## config.mk

```make
export PLATFORM = sky130hd
export DESIGN_NAME = pdws_div
export DESIGN_NICKNAME = d
export VERILOG_FILES = /design/src/design/pdws_div.sv
export SDC_FILE = /design/constraint.sdc
export NUM_CORES = 2
export LEC_CHECK = 0
export BUFFER_PORTS_ARGS = -buffer_cell sky130_fd_sc_hd__buf_2
export CORE_MARGIN = 10
export CORE_UTILIZATION = 50
export CTS_CLUSTER_DIAMETER = 100
export DETAILED_ROUTE_END_ITERATION = 6
export PLACE_DENSITY = 0.65
export SLEW_MARGIN = 40
export SYNTH_ARGS = -nofsm -noshare
export SYNTH_HDL_FRONTEND = slang
export SYNTH_SLANG_ARGS = --single-unit
```

## constraint.sdc

```tcl
create_clock -name clk -period 9.6 [get_ports clk]
set_input_delay 1.92 -clock clk [delete_from_list [all_inputs] [get_ports clk]]
set_output_delay 1.92 -clock clk [all_outputs]
set_load 0.01 [all_outputs]
```

## src/design/pdws_div.sv

```systemverilog
// ---------------------------------------------------------------------------
// pdws_div
// Pipelined restoring divider: one quotient bit per register stage, with a
// sideband word and a valid bit that travel alongside. The dividend must be
// below den * 2^QW for the quotient to be exact.
// ---------------------------------------------------------------------------
`default_nettype none

module pdws_div #(
	parameter int NW = 32,
	parameter int DW = 32,
	parameter int QW = 16,
	parameter int SW = 1
) (
	input  wire logic          clk,
	input  wire logic          arst_n,
	input  wire logic          en,
	input  wire logic          in_vld,
	input  wire logic [NW-1:0] num,
	input  wire logic [DW-1:0] den,
	input  wire logic [SW-1:0] side_in,
	output logic               out_vld,
	output logic [QW-1:0]      quot,
	output logic [SW-1:0]      side_out
);

	localparam int W = (NW > DW + QW) ? NW : DW + QW;

	logic [W-1:0]  rem_s  [0:QW];
	logic [DW-1:0] den_s  [0:QW];
	logic [QW-1:0] quo_s  [0:QW];
	logic [SW-1:0] side_s [0:QW];
	logic          vld_s  [0:QW];

	// Entry point of the chain.
	assign rem_s[0]  = W'(num);
	assign den_s[0]  = den;
	assign quo_s[0]  = '0;
	assign side_s[0] = side_in;
	assign vld_s[0]  = in_vld;

	// One compare and subtract per stage, most significant bit first.
	for (genvar k = 0; k < QW; k++) begin : g_step
		localparam int SH = QW - 1 - k;
		logic [W-1:0] trial;
		logic         take;

		assign trial = W'(den_s[k]) << SH;
		assign take  = rem_s[k] >= trial;

		always_ff @(posedge clk or negedge arst_n) begin
			if (!arst_n) begin
				vld_s[k+1] <= 1'b0;
			end else if (en) begin
				vld_s[k+1] <= vld_s[k];
			end
		end

		always_ff @(posedge clk) begin
			if (en) begin
				rem_s[k+1]  <= take ? rem_s[k] - trial : rem_s[k];
				quo_s[k+1]  <= {quo_s[k][QW-2:0], take};
				den_s[k+1]  <= den_s[k];
				side_s[k+1] <= side_s[k];
			end
		end
	end

	assign out_vld  = vld_s[QW];
	assign quot     = quo_s[QW];
	assign side_out = side_s[QW];

endmodule

`default_nettype wire

```

# Word level (Yosys, flattened, before mapping)
# Cells that the tools add are included.
dict set report op_classes {
  n_lt_le_gt_ge 16
  n_addsub 15
  muxes 15
}
# op n
set op_table {}
lappend op_table {{$mux W48} 14}
lappend op_table {{$ge A48 B32 Y1} 1}
lappend op_table {{$ge A48 B33 Y1} 1}
lappend op_table {{$ge A48 B34 Y1} 1}
lappend op_table {{$ge A48 B35 Y1} 1}
lappend op_table {{$ge A48 B36 Y1} 1}
lappend op_table {{$ge A48 B37 Y1} 1}
lappend op_table {{$ge A48 B38 Y1} 1}
lappend op_table {{$ge A48 B39 Y1} 1}
lappend op_table {{$ge A48 B40 Y1} 1}
lappend op_table {{$ge A48 B41 Y1} 1}
lappend op_table {{$ge A48 B42 Y1} 1}
lappend op_table {{$ge A48 B43 Y1} 1}
lappend op_table {{$ge A48 B44 Y1} 1}
lappend op_table {{$ge A48 B45 Y1} 1}
lappend op_table {{$ge A48 B46 Y1} 1}
lappend op_table {{$sub A32 B47 Y48} 1}
lappend op_table {{$sub A48 B33 Y48} 1}
lappend op_table {{$sub A48 B34 Y48} 1}
lappend op_table {{$sub A48 B35 Y48} 1}
lappend op_table {{$sub A48 B36 Y48} 1}
lappend op_table {{$sub A48 B37 Y48} 1}
lappend op_table {{$sub A48 B38 Y48} 1}
lappend op_table {{$sub A48 B39 Y48} 1}
lappend op_table {{other kinds (9)} 9}
dict set report word_totals {
  elab_cells 125
  inputBits 69
  ff_bits 1368
}

# Longest topological paths before layout
dict set report depth {
  ltp_word 2
  ltp_mapped 15
  depth_no_buf 14
}

# Worst setup path before layout
# Ideal clock, no wire load.
dict set report synth_path {
  path_kind {input-to-reg}
  startpoint {input port num[15]}
  endpoint {register rem_s[751] (netlist bit), data pin}
  path_stages 14
  setup_slack_ns 4.642
  arrival_time_ns 4.696
  path_buffers 0
  cell_sequence {inv_1 > ha_1 > inv_1 > fa_1 > a21o_1 > a21o_1 > a2111oi_0 > nor2_1 > a2111oi_0 > o21ai_0 > a21o_1 > a21oi_1 > xor2_1 > o21ai_0}
}
dict set report synth_via {
  elab_chain_cells 2
  word_cells_on_any_way 3
  cone_classes {add/sub: 1; order compare: 1; mux: 1}
}
# item line
set synth_rtl {}
lappend synth_rtl {{from (decl)} 19} ;# input wire logic [NW-1:0] num,
lappend synth_rtl {{$sub A32 B47 Y48 or $ge A32 B47 Y1 (tied branches)} {61, 49}}
lappend synth_rtl {{$mux W32 *} 61} ;# rem_s[k+1] <= take ? rem_s[k] - trial : rem_s[k];
lappend synth_rtl {{to (signal, indexed assignment)} 61}
lappend synth_rtl {{to (decl)} 29} ;# logic [W-1:0] rem_s [0:QW];
# Mark *: on every way between the ends. The rest lies on a longest branch, timed or not.
# A chain may end at the register's enable or synchronous reset.

# Worst setup path after layout
# Same ends and word-level chain as after synthesis.

==> results by group <==
Clocking
  – CTS Buf Count: 156
  – Resize count post-CTS: 0
  – H-tree depth: 4
  – Hold-fix buffers, CTS: 0
  – CTS root buf: clkbuf_16
  – Worst skew pair latency: 0.79 ns
  – Clk buf depth: 3
  – CTS tree: yes
  – Clock-pin transition on the worst setup and hold timing paths: 0.06 ns
  – # Post-CTS Setup Buffers: 0
  – Clk sink count: 1,368

Worst setup path
  – Worst setup EP type: flip-flop
  – Critical Path Slowest Stage Cell: a2111oi_0
  – FF-to-FF Start: rem_s[146]$_DFFE_PP_
  – Reg2reg end: rem_s[140]$_DFFE_PP_
  – Worst Reg-to-Reg Cells: 15
  – Most used cell, CP: a21o_1
  – CP Data Required Time: 10.12 ns
  – Crit-path max FO: 3
  – R2r setup slk: 5.02 ns
  – Crit path cell chain: buf_2 > inv_1 > ha_1 > inv_1 > fa_1 > a21o_1 > a21o_1 > a2111oi_0 > nor2_1 > a2111oi_0 > o21ai_0 > a21o_1 > a21oi_1 > xor2_1 > o21ai_0
  – Startpoint Class: input pin
  – CP delay by family, top: compound AO/OA/AOI/OAI gates
  – Crit Path Category: input pin to flip-flop
  – Crit path arrival time: 5.52 ns
  – Slowest Stage Delay on Critical Path: 0.70 ns
  – Crit path buf inv count: 3

Synthesis
  – Synth area leaders: edfxtp_1 53%, ha_1 8.1%, a21oi_1 3.8%
  – Synth top cells by count: 1,352 x edfxtp_1, 644 x inv_1, 587 x a21oi_1, 534 x nand2_1, 497 x ha_1
  – Distinct cell type count after synthesis: 92
  – Syn_area_per_cell: 11.0 µm²
  – Syn Std Cell Area: 76,800 µm²
  – Synth Net Count: 7,576
  – Most frequent cell after synthesis: edfxtp_1
  – Number of synthesized flops with an enable pin: 1,352
  – Yosys reg bits: 1,368
  – Cell taking the most area after synthesis: edfxtp_1
  – Post-Syn Instances: 6,995
  – Synth top area share: 0.528
  – Seq/Total Area, Yosys: 0.534
  – Ys Warns: 0
  – Main synth FF type: edfxtp_1
  – Share of async-settable or async-resettable flops after synthesis: 0.0117

Finish
  – Multi-input logic area: 32,700 µm²
  – Area Overhead vs Synth: 10.0%
  – Fillers: 12,704
  – Register area: 41,000 µm²
  – Share of layout cells above drive strength 1: 0.0754
  – Nets: 7,635

GRT
  – Initial antenna violation count: 0
  – Largest net degree at the start of global routing: 169
  – Vias in the first global route: 53,699
  – Total global routing overflow: 0
  – First-pass GRT wire length: 267,000 µm
  – Total Routing Usage GR: 0.193

Drt
  – Vias per Instance: 5.64
  – Final ANT Viol Nets: 0
  – Initial drt markers: 2,952
  – Met3 routed wirelength: 5000 µm
  – Met2 WL: 88,400 µm
  – WL final: 166,000 µm
  – DRT met1 WL: 60,900 µm
  – Wire length per cell: 18.0 µm
  – DRC Markers: 0
  – Via Count: 51,976
  – DR pass1 iterations: 7
  – Highest routed metal layer: met4

Timing
  – Final-report setup violation count: 0
  – Setup_tns: 0 ns
  – Slew headroom: 0.314
  – Worst setup skew after layout: 0.0262 ns
  – RSZ-0062 raised after global routing: false
  – Final worst path period share: 0.520
  – Final min period: 4.99 ns
  – Slew Limit Fails: 0
  – Final hold viol count: 0
  – Worst-margin pin slew: 1.02 ns
  – Maximum clock rate: 0.200 GHz

Die
  – Die width: 412 µm
  – Num rows: 143
  – Initial core utilization: 0.505
  – IO Count: 87
  – Die Footprint: 170,000 µm²
  – Core Area: 152,000 µm²
  – Die Ht: 412 µm

Min path
  – Hold_sp: quo_s[86]$_DFFE_PP_
  – Worst min path class: flip-flop to flip-flop
  – Hold Crit Endpoint: quo_s[71]$_DFFE_PP_
  – WHS Path Cells: 0

Job
  – Max-Cap Viols: 0

Power
  – Leak pwr: 33.5 nW
  – Final Power: 0.0250 W
  – Worst vdd ir: 174 µV
  – Pwr dens: 296 nW/µm²

Placed design
  – # port buffers: 86
  – Dpl hpwl: 126,000 µm
  – RePlAce Congestion: 0.945

Run status
  – Outcome: finished, final reports clean
## cell type report
cell class,count,area share
clock buffers,204,0.0493
inverters,645,0.0286
flip-flops and latches,1368,0.485
diodes,1,0.0000296
multi-input cells,4754,0.386
clock inverters,79,0.00999
well taps,2030,0.0300
repair buffers,129,0.0107
## stage by stage
step | hold slack (ns) | instance area, µm² | std cells | setup WS, ns | util
final | 0.410 | 84500 | 9210 | 4.61 | 0.555
after detailed placement | 0.405 | 79500 | 8924 | 3.83 | 0.522
after floorplan | 0.400 | 76800 | 6995 | 4.64 | -
after global routing | 0.415 | 84500 | 9209 | 4.38 | 0.555
after global placement | 0.401 | 79400 | 8922 | 3.78 | 0.521
after CTS | 0.414 | 84500 | 9207 | 4.70 | 0.555
## worst max-delay path by stage
stage / start / end / cells after the start
CTS: num[15] / rem_s[751]$_DFFE_PP_ / 15
global placement: num[15] / rem_s[751]$_DFFE_PP_ / 15
detailed placement: num[15] / rem_s[751]$_DFFE_PP_ / 15
finish: num[15] / rem_s[751]$_DFFE_PP_ / 15
floorplan: num[15] / rem_s[751]$_DFFE_PP_ / 14
global route: num[15] / rem_s[751]$_DFFE_PP_ / 15
## sequential cells by signal, indices dropped and copies added, names as in the netlist
register / flops
side_out: 1
side_s: 15
vld_s: 15
quo_s: 120
rem_s: 720
quot: 16
den_s: 480
out_vld: 1
## cell usage in the layout, fill, tap and decap left out, types with 16 or more instances in the layout
cell type and instances:
edfxtp_1 1352, inv_1 644, a21oi_1 584, nand2_1 534
ha_1 497, o21ai_0 462, nor2_1 427, xnor2_1 292
a21o_1 285, xor2_1 220, clkbuf_16 159, nand3_1 120
mux2_2 115, nor3_1 108, nand4_1 101, buf_2 85
o21bai_1 69, nor2b_1 69, o21a_1 65, nand2b_1 64
a31oi_1 60, nor4_1 55, and3_1 45, o211ai_1 45
clkbuf_1 43, a211oi_1 41, o31ai_1 38, buf_4 33
clkinv_1 30, or3_1 29, and2_1 28, or2_2 22
clkinv_2 22, and4_1 19, o2111ai_1 19, a41oi_1 16
dfrtp_1 16
## layer usage
layer  track usage  vias up
met5             0        -
met4         0.128        0
met3        0.0264      551
met2         0.374     1178
met1         0.187    24392
li1              -    25855
## where the power goes
| part | internal, W | total (W) | switching (W) |
|---|---|---|---|
| combinational | 0.00418 | 0.00994 | 0.00577 |
| clock | 0.00344 | 0.00578 | 0.00234 |
| sequential | 0.00848 | 0.00926 | 0.000786 |
## cells by family after synthesis
group | count (synthesis) | synth area share
adder cells (fa/ha/maj) | 512 | 0.0848
flip-flops | 1368 | 0.534
XOR/XNOR | 512 | 0.0584
AND/OR/NAND/NOR | 1716 | 0.108
AO/OA/AOI/OAI | 1891 | 0.154
multiplexers | 123 | 0.0179
buffers and inverters | 873 | 0.0439
(Power assumes the default switching activity.)
